--- src/rtl/bank_switch_mapper_scanline_irq_unit_defines.svh ---
// assertion macros for the mapper rtl, included by bsm_core
`ifndef BANK_SWITCH_MAPPER_SCANLINE_IRQ_UNIT_DEFINES_SVH
`define BANK_SWITCH_MAPPER_SCANLINE_IRQ_UNIT_DEFINES_SVH

`ifndef SYNTHESIS
// same-cycle implication, sampled on clk, off during reset
`define BSM_ASSERT_IMP(lbl, ante, cons) \
  lbl: assert property (@(posedge clk) disable iff (!rst_n) (ante) |-> (cons)) \
    else $error("mapper check failed");
// next-cycle implication, sampled on clk, off during reset
`define BSM_ASSERT_NXT(lbl, ante, cons) \
  lbl: assert property (@(posedge clk) disable iff (!rst_n) (ante) |=> (cons)) \
    else $error("mapper check failed");
`else
`define BSM_ASSERT_IMP(lbl, ante, cons)
`define BSM_ASSERT_NXT(lbl, ante, cons)
`endif

`endif

--- src/rtl/bsm_pkg.sv ---
// types, codes and helpers shared by the mapper modules
package bsm_pkg;

  // item function codes
  localparam logic [1:0] FuncRead  = 2'd0;
  localparam logic [1:0] FuncWrite = 2'd1;
  localparam logic [1:0] FuncTick  = 2'd2;

  // cpu register regions at 0x8000, 0xA000, 0xC000, 0xE000 (address bits 14:13)
  localparam logic [1:0] RegBank      = 2'd0;
  localparam logic [1:0] RegMirror    = 2'd1;
  localparam logic [1:0] RegIrqLatch  = 2'd2;
  localparam logic [1:0] RegIrqEnable = 2'd3;

  // configuration register indexes
  localparam logic [1:0] CfgPrgSize     = 2'd0;
  localparam logic [1:0] CfgStartMirror = 2'd1;

  localparam logic [5:0] PrgSizeReset = 6'd2;

  typedef struct packed {
    logic [1:0]  func;
    logic [15:0] addr;
    logic [7:0]  data;
  } item_t;

  typedef struct packed {
    logic [18:0] mapped;
    logic        irq;
  } result_t;

  // last fixed 8KB window, 2N-1 modulo 64
  function automatic logic [5:0] last_fixed(input logic [5:0] n);
    last_fixed = {n[4:0], 1'b0} - 6'd1;
  endfunction

  // second to last fixed 8KB window, 2N-2 modulo 64
  function automatic logic [5:0] second_fixed(input logic [5:0] n);
    second_fixed = {n[4:0], 1'b0} - 6'd2;
  endfunction

endpackage

--- src/rtl/bank_switch_mapper_scanline_irq_unit.sv ---
// Bank-switching cartridge mapper with scanline interrupt counter. Each input
// transfer is a read, a write or a scanline tick and yields one result: the
// translated CHR, nametable, PRG or RAM offset (0x3F00-0x5FFF passes as is)
// and the pending irq flag after the item. One item is accepted every cycle
// unless out_stall backs up the pipe; a result passes the input register, then
// the decode/translate logic into the result register, and out_stall holds both
// registers. The configuration port is ready whenever no item moves into the
// result register, and should be written only while the block is idle.
module bank_switch_mapper_scanline_irq_unit (
  input  logic        clk,
  input  logic        rst_n,
  input  logic        in_valid,
  output logic        in_stall,
  input  logic [1:0]  in_func,
  input  logic [15:0] in_cpu_or_ppu_address,
  input  logic [7:0]  in_write_data,
  output logic        out_valid,
  input  logic        out_stall,
  output logic [18:0] out_mapped_address,
  output logic        out_irq_line,
  input  logic        cfg_valid,
  output logic        cfg_ready,
  input  logic [1:0]  cfg_index,
  input  logic [7:0]  cfg_data
);
  import bsm_pkg::*;

  logic    fire;
  logic    item_vld;
  item_t   item;
  result_t res;

  // config write waits while an item updates the state
  assign cfg_ready = ~fire;

  // input register
  bsm_in_stage u_in (
    .clk                   (clk),
    .rst_n                 (rst_n),
    .in_valid              (in_valid),
    .in_stall              (in_stall),
    .in_func               (in_func),
    .in_cpu_or_ppu_address (in_cpu_or_ppu_address),
    .in_write_data         (in_write_data),
    .fire                  (fire),
    .vld                   (item_vld),
    .item                  (item)
  );

  // mapper state and translation
  bsm_core u_core (
    .clk       (clk),
    .rst_n     (rst_n),
    .fire      (fire),
    .item      (item),
    .cfg_we    (cfg_valid & cfg_ready),
    .cfg_idx   (cfg_index),
    .cfg_wdata (cfg_data),
    .res       (res)
  );

  // result register
  bsm_out_stage u_out (
    .clk                (clk),
    .rst_n              (rst_n),
    .in_vld             (item_vld),
    .res                (res),
    .out_stall          (out_stall),
    .fire               (fire),
    .out_valid          (out_valid),
    .out_mapped_address (out_mapped_address),
    .out_irq_line       (out_irq_line)
  );
endmodule

--- src/rtl/bsm_in_stage.sv ---
// input register of the mapper pipeline
module bsm_in_stage (
  input  logic           clk,
  input  logic           rst_n,
  input  logic           in_valid,
  output logic           in_stall,
  input  logic [1:0]     in_func,
  input  logic [15:0]    in_cpu_or_ppu_address,
  input  logic [7:0]     in_write_data,
  input  logic           fire,
  output logic           vld,
  output bsm_pkg::item_t item
);
  import bsm_pkg::*;

  logic  vld_r;
  logic  vld_nxt;
  item_t item_r;

  // hold the item only while it cannot move on
  assign in_stall = vld_r & ~fire;

  always_comb begin
    vld_nxt = vld_r;
    if (fire) begin
      vld_nxt = 1'b0;
    end
    if (in_valid && !in_stall) begin
      vld_nxt = 1'b1;
    end
  end

  always_ff @(posedge clk) begin
    if (!rst_n) begin
      vld_r <= 1'b0;
    end else begin
      vld_r <= vld_nxt;
    end
  end

  // payload capture on transfer
  always_ff @(posedge clk) begin
    if (in_valid && !in_stall) begin
      item_r.func <= in_func;
      item_r.addr <= in_cpu_or_ppu_address;
      item_r.data <= in_write_data;
    end
  end

  assign vld  = vld_r;
  assign item = item_r;
endmodule

--- src/rtl/bsm_core.sv ---
// mapper state, register decode, irq counter and address translation
`include "bank_switch_mapper_scanline_irq_unit_defines.svh"
module bsm_core (
  input  logic             clk,
  input  logic             rst_n,
  input  logic             fire,
  input  bsm_pkg::item_t   item,
  input  logic             cfg_we,
  input  logic [1:0]       cfg_idx,
  input  logic [7:0]       cfg_wdata,
  output bsm_pkg::result_t res
);
  import bsm_pkg::*;

  logic [5:0] prg_size_r;
  logic [7:0] bank_r [8];
  logic [2:0] sel_r;
  logic       mode_r;
  logic       inv_r;
  logic [7:0] chr_r [8];
  logic [5:0] prg_r [4];
  logic       mir_r;
  logic [7:0] cnt_r;
  logic [7:0] latch_r;
  logic       en_r;
  logic       pend_r;

  // state as it stands after the current item
  logic [7:0] bank_nxt [8];
  logic [2:0] sel_nxt;
  logic       mode_nxt;
  logic       inv_nxt;
  logic [7:0] chr_nxt [8];
  logic [5:0] prg_nxt [4];
  logic       mir_nxt;
  logic [7:0] cnt_nxt;
  logic [7:0] latch_nxt;
  logic       en_nxt;
  logic       pend_nxt;

  logic        odd;
  logic [18:0] mapped;

  assign odd = item.addr[0];

  // register writes, window rebuild and scanline tick
  always_comb begin
    bank_nxt  = bank_r;
    sel_nxt   = sel_r;
    mode_nxt  = mode_r;
    inv_nxt   = inv_r;
    chr_nxt   = chr_r;
    prg_nxt   = prg_r;
    mir_nxt   = mir_r;
    cnt_nxt   = cnt_r;
    latch_nxt = latch_r;
    en_nxt    = en_r;
    pend_nxt  = pend_r;
    case (item.func)
      FuncWrite: begin
        if (item.addr[15]) begin
          case (item.addr[14:13])
            RegBank: begin
              if (odd) begin
                bank_nxt[sel_r] = item.data;
                // 2KB pair side, second bank forced odd
                chr_nxt[{inv_r, 2'd0}]  = bank_nxt[0] & 8'hFE;
                chr_nxt[{inv_r, 2'd1}]  = bank_nxt[0] | 8'h01;
                chr_nxt[{inv_r, 2'd2}]  = bank_nxt[1] & 8'hFE;
                chr_nxt[{inv_r, 2'd3}]  = bank_nxt[1] | 8'h01;
                chr_nxt[{~inv_r, 2'd0}] = bank_nxt[2];
                chr_nxt[{~inv_r, 2'd1}] = bank_nxt[3];
                chr_nxt[{~inv_r, 2'd2}] = bank_nxt[4];
                chr_nxt[{~inv_r, 2'd3}] = bank_nxt[5];
                if (mode_r) begin
                  prg_nxt[0] = second_fixed(prg_size_r);
                  prg_nxt[2] = bank_nxt[6][5:0];
                end else begin
                  prg_nxt[0] = bank_nxt[6][5:0];
                  prg_nxt[2] = second_fixed(prg_size_r);
                end
                prg_nxt[1] = bank_nxt[7][5:0];
                prg_nxt[3] = last_fixed(prg_size_r);
              end else begin
                sel_nxt  = item.data[2:0];
                mode_nxt = item.data[6];
                inv_nxt  = item.data[7];
              end
            end
            RegMirror: begin
              if (!odd) begin
                mir_nxt = item.data[0];
              end
            end
            RegIrqLatch: begin
              if (odd) begin
                cnt_nxt = 8'd0;
              end else begin
                latch_nxt = item.data;
              end
            end
            default: begin
              if (odd) begin
                en_nxt = 1'b1;
              end else begin
                en_nxt   = 1'b0;
                pend_nxt = 1'b0;
              end
            end
          endcase
        end
      end
      FuncTick: begin
        cnt_nxt = (cnt_r != 8'd0) ? cnt_r - 8'd1 : latch_r;
        if (cnt_nxt == 8'd0 && en_r) begin
          pend_nxt = 1'b1;
        end
      end
      default: begin
      end
    endcase
  end

  // address translation on the updated state
  always_comb begin
    mapped = 19'd0;
    if (item.func == FuncRead || item.func == FuncWrite) begin
      if (item.addr[15:13] == 3'd0) begin
        mapped = {1'b0, chr_nxt[item.addr[12:10]], item.addr[9:0]};
      end else if (item.addr < 16'h3F00) begin
        // nametables, horizontal or vertical mirroring
        if (mir_nxt) begin
          mapped = {8'd0, item.addr[11], item.addr[9:0]};
        end else begin
          mapped = {8'd0, item.addr[10:0]};
        end
      end else if (item.addr < 16'h6000) begin
        mapped = {3'd0, item.addr};
      end else if (!item.addr[15]) begin
        mapped = {6'd0, item.addr[12:0]};
      end else begin
        mapped = {prg_nxt[item.addr[14:13]], item.addr[12:0]};
      end
    end
  end

  assign res.mapped = mapped;
  assign res.irq    = pend_nxt;

  // state update; the user must make configuration writes come only while idle; the block itself does not enforce it
  always_ff @(posedge clk) begin
    if (!rst_n) begin
      prg_size_r <= PrgSizeReset;
      for (int i = 0; i < 8; i++) begin
        bank_r[i] <= 8'd0;
        chr_r[i]  <= 8'd0;
      end
      sel_r    <= 3'd0;
      mode_r   <= 1'b0;
      inv_r    <= 1'b0;
      prg_r[0] <= 6'd0;
      prg_r[1] <= 6'd1;
      prg_r[2] <= second_fixed(PrgSizeReset);
      prg_r[3] <= last_fixed(PrgSizeReset);
      mir_r    <= 1'b0;
      cnt_r    <= 8'd0;
      latch_r  <= 8'd0;
      en_r     <= 1'b0;
      pend_r   <= 1'b0;
    end else if (fire) begin
      bank_r  <= bank_nxt;
      sel_r   <= sel_nxt;
      mode_r  <= mode_nxt;
      inv_r   <= inv_nxt;
      chr_r   <= chr_nxt;
      prg_r   <= prg_nxt;
      mir_r   <= mir_nxt;
      cnt_r   <= cnt_nxt;
      latch_r <= latch_nxt;
      en_r    <= en_nxt;
      pend_r  <= pend_nxt;
    end else if (cfg_we) begin
      if (cfg_idx == CfgPrgSize) begin
        prg_size_r <= cfg_wdata[5:0];
        prg_r[0]   <= 6'd0;
        prg_r[1]   <= 6'd1;
        prg_r[2]   <= second_fixed(cfg_wdata[5:0]);
        prg_r[3]   <= last_fixed(cfg_wdata[5:0]);
      end
      if (cfg_idx == CfgStartMirror) begin
        mir_r <= cfg_wdata[0];
      end
    end
  end

  // last prg window always tracks the configured size
  `BSM_ASSERT_IMP(a_last_fixed, 1'b1, prg_r[3] == last_fixed(prg_size_r))
  // acknowledge write drops the pending flag
  `BSM_ASSERT_NXT(a_irq_ack, fire && item.func == FuncWrite && item.addr[15:13] == 3'b111 && !odd,
                  !pend_r)
  // pending only rises while the interrupt is enabled
  `BSM_ASSERT_IMP(a_irq_rise, $rose(pend_r), en_r)
endmodule

--- src/rtl/bsm_out_stage.sv ---
// result register with stall handling
module bsm_out_stage (
  input  logic             clk,
  input  logic             rst_n,
  input  logic             in_vld,
  input  bsm_pkg::result_t res,
  input  logic             out_stall,
  output logic             fire,
  output logic             out_valid,
  output logic [18:0]      out_mapped_address,
  output logic             out_irq_line
);
  import bsm_pkg::*;

  logic    vld_r;
  logic    vld_nxt;
  result_t res_r;

  // an item moves on when the result slot is empty or being taken
  assign fire = in_vld & (~vld_r | ~out_stall);

  always_comb begin
    vld_nxt = vld_r & out_stall;
    if (fire) begin
      vld_nxt = 1'b1;
    end
  end

  always_ff @(posedge clk) begin
    if (!rst_n) begin
      vld_r <= 1'b0;
    end else begin
      vld_r <= vld_nxt;
    end
  end

  always_ff @(posedge clk) begin
    if (fire) begin
      res_r <= res;
    end
  end

  assign out_valid          = vld_r;
  assign out_mapped_address = res_r.mapped;
  assign out_irq_line       = res_r.irq;
endmodule
--- config.mk ---
export PLATFORM = sky130hd
export DESIGN_NAME = bank_switch_mapper_scanline_irq_unit
export DESIGN_NICKNAME = d
export VERILOG_FILES = /design/src/rtl/bsm_pkg.sv /design/src/rtl/bank_switch_mapper_scanline_irq_unit.sv /design/src/rtl/bsm_in_stage.sv /design/src/rtl/bsm_core.sv /design/src/rtl/bsm_out_stage.sv
export VERILOG_INCLUDE_DIRS = /design/src /design/src/rtl
export SDC_FILE = /design/constraint.sdc
export NUM_CORES = 1
export LEC_CHECK = 0
export BUFFER_PORTS_ARGS = -buffer_cell sky130_fd_sc_hd__buf_2
export CAP_MARGIN = 20
export CELL_PAD_IN_SITES_DETAIL_PLACEMENT = 1
export CELL_PAD_IN_SITES_GLOBAL_PLACEMENT = 1
export CORE_MARGIN = 2
export CORE_UTILIZATION = 45
export CTS_BUF_LIST = sky130_fd_sc_hd__clkbuf_16
export CTS_CLUSTER_DIAMETER = 30
export DETAILED_ROUTE_END_ITERATION = 6
export PLACE_DENSITY_LB_ADDON = 0.1
export SLEW_MARGIN = 25
export SYNTH_ARGS = -nofsm -noshare
export SYNTH_HDL_FRONTEND = slang
export SYNTH_SLANG_ARGS = --single-unit
--- constraint.sdc ---
create_clock -name clk -period 2.6 [get_ports clk]
set_input_delay 0.52 -clock clk [delete_from_list [all_inputs] [get_ports clk]]
set_output_delay 0.52 -clock clk [all_outputs]
set_load 0.01 [all_outputs]
* After elaboration in Yosys (flattened, before gate mapping)
Index checks and enable logic that the tools add are counted.
** Word-level totals
- Flip-flop bits (word level) :: 229
- Input port bits :: 41
- Output and inout port bits :: 23
- Logic and storage cells :: 201
** Cells by class
- Add/sub/neg operators :: 5
- Magnitude comparators :: 22
- Equal/unequal tests :: 8
- Muxes and demuxes :: 72
- Bitwise logic cells :: 23
- Reduce and logical (&&, ||, !) cells :: 34
** Operators with widths (number)
- bitwise mux 64 bit :: 9
- two-way mux 64 bit :: 4
- demux 8 bit (select 3 bit) :: 9
- two-way mux 24 bit :: 7
- two-way mux 8 bit :: 15
- two-way mux 19 bit :: 3
- greater-or-equal comparator 4 bit, second input constant :: 10
- inverter 3 -> 4 bit :: 10
- < comparator 4 x 1 -> 1 bit, second input constant :: 9
- binary-select mux 8 bit (select 3 bit) :: 1
- two-way mux 6 bit :: 4
- AND reduction 5 bit :: 4
- two-way mux 18 bit :: 1
- < comparator 16 x 14 -> 1 bit, second input constant :: 1
- < comparator 16 x 15 -> 1 bit, second input constant :: 1
- case mux 8 bit (2 select lines) :: 1
- two-way mux 1 bit :: 15
- binary-select mux 6 bit (select 2 bit) :: 1
- subtractor 6 x 1 -> 6 bit, second input constant :: 2
- subtractor 6 x 2 -> 6 bit, second input constant :: 2
- logical AND 1 bit :: 11
- two-way mux 11 bit :: 1
- nonzero test 2 bit :: 5
- zero test 8 bit :: 1
- 20 further kinds :: 37

* Depth between registers and ports, before layout
- Depth in word-level cells :: 22
- Mapped depth :: 10

* Hierarchy
From an unflattened synthesis, not the netlist that was laid out.
** Unflattened totals
- Cells, all modules :: 1359
- Area, all modules :: 11200.7 sq um
** Modules (own cells, without submodules)
- bsm_core :: instances 1, cells each 1303, area an instance 9723.1 sq um, sequential area each 3503.4 sq um
- bsm_in_stage :: instances 1, cells each 30, area an instance 828.3 sq um, sequential area each 800.8 sq um
- bsm_out_stage :: instances 1, cells each 24, area an instance 639.4 sq um, sequential area each 620.6 sq um
- bank_switch_mapper_scanline_irq_unit :: instances 1, cells each 2, area an instance 10.0 sq um, sequential area each 0.0 sq um

* Worst setup path after synthesis
OpenSTA, ideal clock, no wires.
- Path type :: input port to flip-flop
- Start :: input out_stall
- End :: register u_in.item_r, in the netlist u_in.item[0], enable pin
- Library setup time :: 0.412 ns
- Data arrival time :: 1.931 ns
- Required time :: 2.188 ns
- Path slack :: 0.257 ns
- Cell stages on the path :: 2
- Buffers on the path :: 0
- Path through :: and3_1 nor2b_1
** Between the ends
- Longest elaborated chain between the ends :: 7
** RTL lines
- from (decl) :: line bank_switch_mapper_scanline_irq_unit.sv:18 : input logic out_stall,
- inverter 1 bit :: line bsm_out_stage.sv:20 : assign fire = in_vld & (~vld_r | ~out_stall);
- OR 1 bit :: line bsm_out_stage.sv:20
- AND 1 bit :: line bsm_out_stage.sv:20
- inverter 1 bit (no source line)
- AND 1 bit :: line bsm_in_stage.sv:21 : assign in_stall = vld_r & ~fire;
- zero test 1 bit :: line bsm_in_stage.sv:43 : if (in_valid && !in_stall) begin
- logical AND 1 bit :: line bsm_in_stage.sv:43
- to (decl) :: line bsm_in_stage.sv:18 : item_t item_r;
No other way between the ends.
A chain may end at the register's enable or synchronous reset.

* Final worst setup path
- Start :: register u_core.inv_r
- End :: register u_out.res_r, in the netlist u_out.out_mapped_address[17], data pin
** Between the ends
- Longest elaborated chain between the ends :: 21
- Elaborated cells on any way between the ends :: 65
- Classes of those cells :: order compare (16); mux (32); bitwise (9); reduce/logical (8)
** RTL lines
- from (decl) :: line bsm_core.sv:19 : logic inv_r;
- from (signal assigned) :: line bsm_core.sv:174 : inv_r <= inv_nxt;
- inverter 3 -> 4 bit (not written as such) :: line bsm_core.sv:67 : chr_nxt[{inv_r, 2'd0}] = bank_nxt[0] & 8'hFE;
- greater-or-equal comparator 4 bit (not written as such) or < comparator 4 x 1 -> 1 bit (tied branches) :: line bsm_core.sv:67
- logical AND 1 bit (not written as such) :: line bsm_core.sv:67
- two-way mux 8 bit (not written as such) :: line bsm_core.sv:67
- demux 8 bit (select 3 bit) :: line bsm_core.sv:67
- bitwise mux 64 bit :: line bsm_core.sv:67
- bitwise mux 64 bit :: line bsm_core.sv:68 : chr_nxt[{inv_r, 2'd1}] = bank_nxt[0] | 8'h01;
- bitwise mux 64 bit :: line bsm_core.sv:69 : chr_nxt[{inv_r, 2'd2}] = bank_nxt[1] & 8'hFE;
- [... 4 more ...]
- bitwise mux 64 bit (*) :: line bsm_core.sv:74 : chr_nxt[{~inv_r, 2'd3}] = bank_nxt[5];
- two-way mux 64 bit (*) :: line bsm_core.sv:64 : if (odd) begin
- two-way mux 64 bit (*) :: line bsm_core.sv:62 : case (item.addr[14:13])
- two-way mux 64 bit (*) :: line bsm_core.sv:61 : if (item.addr[15]) begin
- two-way mux 64 bit (*) :: line bsm_core.sv:59 : case (item.func)
- binary-select mux 8 bit (select 3 bit) (*) :: line bsm_core.sv:129 : mapped = {1'b0, chr_nxt[item.addr[12:10]], item.addr[9:0]};
- two-way mux 8 bit (not written as such) (*) (2 in a row) :: line bsm_core.sv:129
- two-way mux 18 bit (*) :: line bsm_core.sv:128 : if (item.addr[15:13] == 3'd0) begin
- to (signal assigned) :: line bsm_out_stage.sv:39 : res_r <= res;
- to (decl) :: line bsm_out_stage.sv:17 : result_t res_r;
Mark *: on every way between the ends. The rest lies on a longest branch, timed or not. The select of a mux whose other input is x is not followed.

==> results.txt <==
The run finished with clean final reports. The largest fanout on the critical path is 23. The initialized floorplan defines 59 standard-cell rows.

The worst setup path category is reg -> reg. The fraction of final layout cells with drive strength greater than 1 is 0.231. After layout, the design draws a total of approximately 11 mW. The number of levels in the clock H-tree came out at 2. The insertion delay to the later sink of the worst-skew pair is 0.55 ns. The post-detailed-route via-to-cell ratio is ~6.

The cts-stage hold buffer count is 0. The clock-pin slew reported for the worst setup and hold paths after clock tree synthesis is about 0.05 ns. The element type at the critical path start is a register.

On the critical path the largest part of the delay comes from buffers and inverters. The number of hold violations in the final report is 0. The path category of the worst min-delay check is in -> reg. Power spread over the standard cell area amounts to between 700 and 800 nW/um^2.

The leakage power summed over all cells came out at around 5.7 nW. The final critical-path share of the clock period is 0.965. The slowest stage of the critical path belongs to the cell dfxtp_4. The final critical delay including setup and external delays came out at 2.51 ns. The root buffer selected by CTS is clkbuf_16. For flop-to-flop paths, the worst setup slack is around 0.091 ns.

The die height is 166 microns. The critical path's largest stage delay is 0.50 ns. STA classifies the critical path endpoint as a register.

The combined buffer and inverter count along the critical path came out at 2. The logic depth of the worst register-to-register path came out at 7. The share of the core filled with cells in the final layout is 0.577.

The port buffer count came out at 60. After synthesis, the netlist uses 85 different library cells. The library cell used most frequently in the layout, excluding fill and tap cells, is dfxtp_1. The beginning of the worst register-to-register path is u_core.inv_r. The endpoint identified for the worst register-to-register timing path is u_out.out_mapped_address[17]. In this run the deepest clock path goes through 3 buffers. The instance count after placement with tap cells included came out at around 1.7k. The maximum ir drop on the vdd rail is 0.628 mV. The number of nets handed over by synthesis was 1387. Averaged over all synthesized cells, the footprint is a little under 9 sq um.

The data arrival time of the critical path came out at ~2.9 ns. The detailed placer's ending HPWL is about 28000 microns. The combined global-route utilization of all metal layers came out at 0.302. The number of flip-flops and latches in the synthesized netlist is around 220. The post-synthesis cell count came out at 1340. The sequential cell area fraction in the yosys report came out at 0.420. The worst hold path begins at in_cpu_or_ppu_address[7]. The clock buffer count from CTS came out at 54. The final setup violation count is 0. Walking the worst path, the cells encountered are clkinv_1 -> buf_12 -> mux2i_1 -> nor2_1 -> nor3_1 -> a211oi_1 -> o32ai_1. The number of global-route vias before repair is 11.3k. The number of max-capacitance violations reported came out at 0. The number of DRC violations after detailed routing came out at 0. Setup repair after global routing could not meet its margin everywhere. The slew at the pin closest to its max-slew limit is approximately 0.73 ns. For this configuration, the core starts out at a cell density of 0.454. The count of nets left with antenna violations once routing finished came out at 0. The initial DRC count came out at 882. The share of async-settable or async-resettable flops after synthesis came out at 0. The routed via count is ~11k. For the worst setup path, the data required time is 2.95 ns. The prevailing post-synth register cell is dfxtp_1. Derived from the worst setup path, the maximum achievable clock frequency is 399 MHz.

The die outline area is about 27000 sq um. The post-synthesis instance area is roughly 12000 sq um. The first-pass GRT wire length is 63800 microns. The post-layout net count is 1502. For hold timing, the worst endpoint is u_in.item[15]. The die outline width came out at 166 microns. The total detailed-routing wirelength came out at 41900 microns. The initial antenna violation count is 0. TritonCTS built the clock tree. The headroom to the max-slew limit came out at 0.511.

The final-report max-slew violation count came out at 0. Leaving out filler cells and counting taps, the final layout contains ~1.8k. The layout-stage area growth over the synthesis result came out at 26.9%. The top cell types in the final layout, fill and taps aside, are 174 x dfxtp_1, 158 x nand2_1, 145 x nor2_1. The final weighted congestion of routability-driven global placement is 0.860. The total congestion overflow after global routing came out at 0.

The pin count of the biggest net entering global routing came out at between 50 and 60. The sink count of the clock tree came out at approximately 220. The count of boundary I/O pins came out at 64.

The first TritonRoute pass finished after 5 iterations. The warning count from the yosys run came out at 0. The number of synthesized flops with an enable pin came out at 46. The repair_antennas step left the layout with diodes totalling 0. The core footprint came out at ~26000 sq um. Along the worst hold path, the cell count comes to 1. Dividing the detail-routed wire length by the instance count gives approximately 23 microns. The post-route clock skew came out at about 0.014 ns.
how the worst max path moves through the flow:
stage	start	to	slack (ns)	cells past startpoint
2_1_floorplan	out_stall	u_in.item[0]	0.26	2
3_3_place_gp	u_core.sel_r[1]	u_out.out_mapped_address[17]	0.06	8
3_5_place_dp	u_core.sel_r[1]	u_out.out_mapped_address[14]	0.07	8
4_1_cts	u_core.sel_r[1]	u_out.out_mapped_address[13]	0.04	8
5_1_grt	u_core.inv_r	u_out.out_mapped_address[14]	-0.02	6
6_report	u_core.inv_r	u_out.out_mapped_address[17]	0.09	7
synthesized netlist by cell type, drive strengths merged, types with 6 or more instances:
cell type	count	share of area
a311oi	6	0.0045
o22ai	14	0.0075
edfxtp	46	0.12
dfxtp	177	0.30
nor3b	7	0.0053
or3	10	0.0058
and2	18	0.0096
nor3	29	0.014
a221oi	8	0.0060
mux2	25	0.024
o211ai	10	0.0064
inv	18	0.0058
a22oi	15	0.0096
ha	6	0.0064
a31oi	21	0.011
a211oi	25	0.019
nand3b	7	0.0059
buf	42	0.020
nand3	51	0.022
nand2	161	0.051
a21oi	127	0.054
nand2b	8	0.0043
nor2b	8	0.0043
clkbuf	77	0.025
nor2	146	0.047
o221ai	12	0.0090
mux2i	124	0.11
o21ai	47	0.020
timing repair:
item,CTS,global route
gates cloned,0,1
gates resized for setup,3,13
pin swaps,0,2
hold endpoints to repair,0,0
setup endpoints to repair,1,8
buffers inserted,0,1
final cells by class:
type / count / area, sq um
Fill cell: 2953 / 10900
Timing Repair Buffer: 178 / 1380
Clock buffer: 57 / 1430
Inverter: 20 / 77.6
Tap cell: 335 / 419
Multi-Input combinational cell: 978 / 6290
Clock inverter: 44 / 374
Sequential cell: 223 / 4930
worst register-to-register path, cell delays in order (launching register included):
cell	delay, ns
dfxtp_4	0.50
clkinv_1	0.46
buf_12	0.34
mux2i_1	0.30
nor2_1	0.12
nor3_1	0.22
a211oi_1	0.11
o32ai_1	0.27
flip-flops by register name, indices dropped and copies added, names as in the netlist, 3 cells and up:
signal,count
u_core.chr_r,64
u_core.bank_r,58
u_core.cnt_r,8
u_core.sel_r,3
u_core.prg_r,24
u_out.out_mapped_address,19
u_in.item,26
u_core.prg_size_r,5
u_core.latch_r,8
through the flow:
stage          hold slack, ns  setup slack [ns]  TNS, ns  area [sq um]
2_1_floorplan           0.415             0.257        0         11700
3_3_place_gp            0.430            0.0615        0         13000
3_5_place_dp            0.435            0.0711        0         13000
4_1_cts                 0.135            0.0420        0         14800
5_1_grt                 0.132           -0.0207  -0.0572         14900
6_report                0.146            0.0913        0         14900
cell families (layout without fill, tap and decap cells):
kind of cell / after synthesis / in the layout / share of synthesized area
AOI/OAI and AO/OA: 332 / 332 / 0.184
DFF: 223 / 223 / 0.420
adders and majority gates: 6 / 6 / 0.00640
muxes: 154 / 154 / 0.140
and+or+nand+nor: 478 / 478 / 0.192
xor gates and xnor gates: 8 / 8 / 0.00597
buffers and inverters: 139 / 299 / 0.0516
where the power goes:
| group | switching [mW] | internal, mW | leakage (nW) |
|---|---|---|---|
| sequential | 0.0499 | 3.60 | 1.87 |
| clock | 2.14 | 4.43 | 0.869 |
| combinational | 0.354 | 0.206 | 3.00 |
routing by layer:
layer | routed length (microns) | global-route usage
met5 | 0 | 0
met4 | 1950 | 0.147
met3 | 2100 | 0.0475
met2 | 19600 | 0.497
met1 | 18200 | 0.386
No activity file was read; power rests on OpenSTA's default activity.
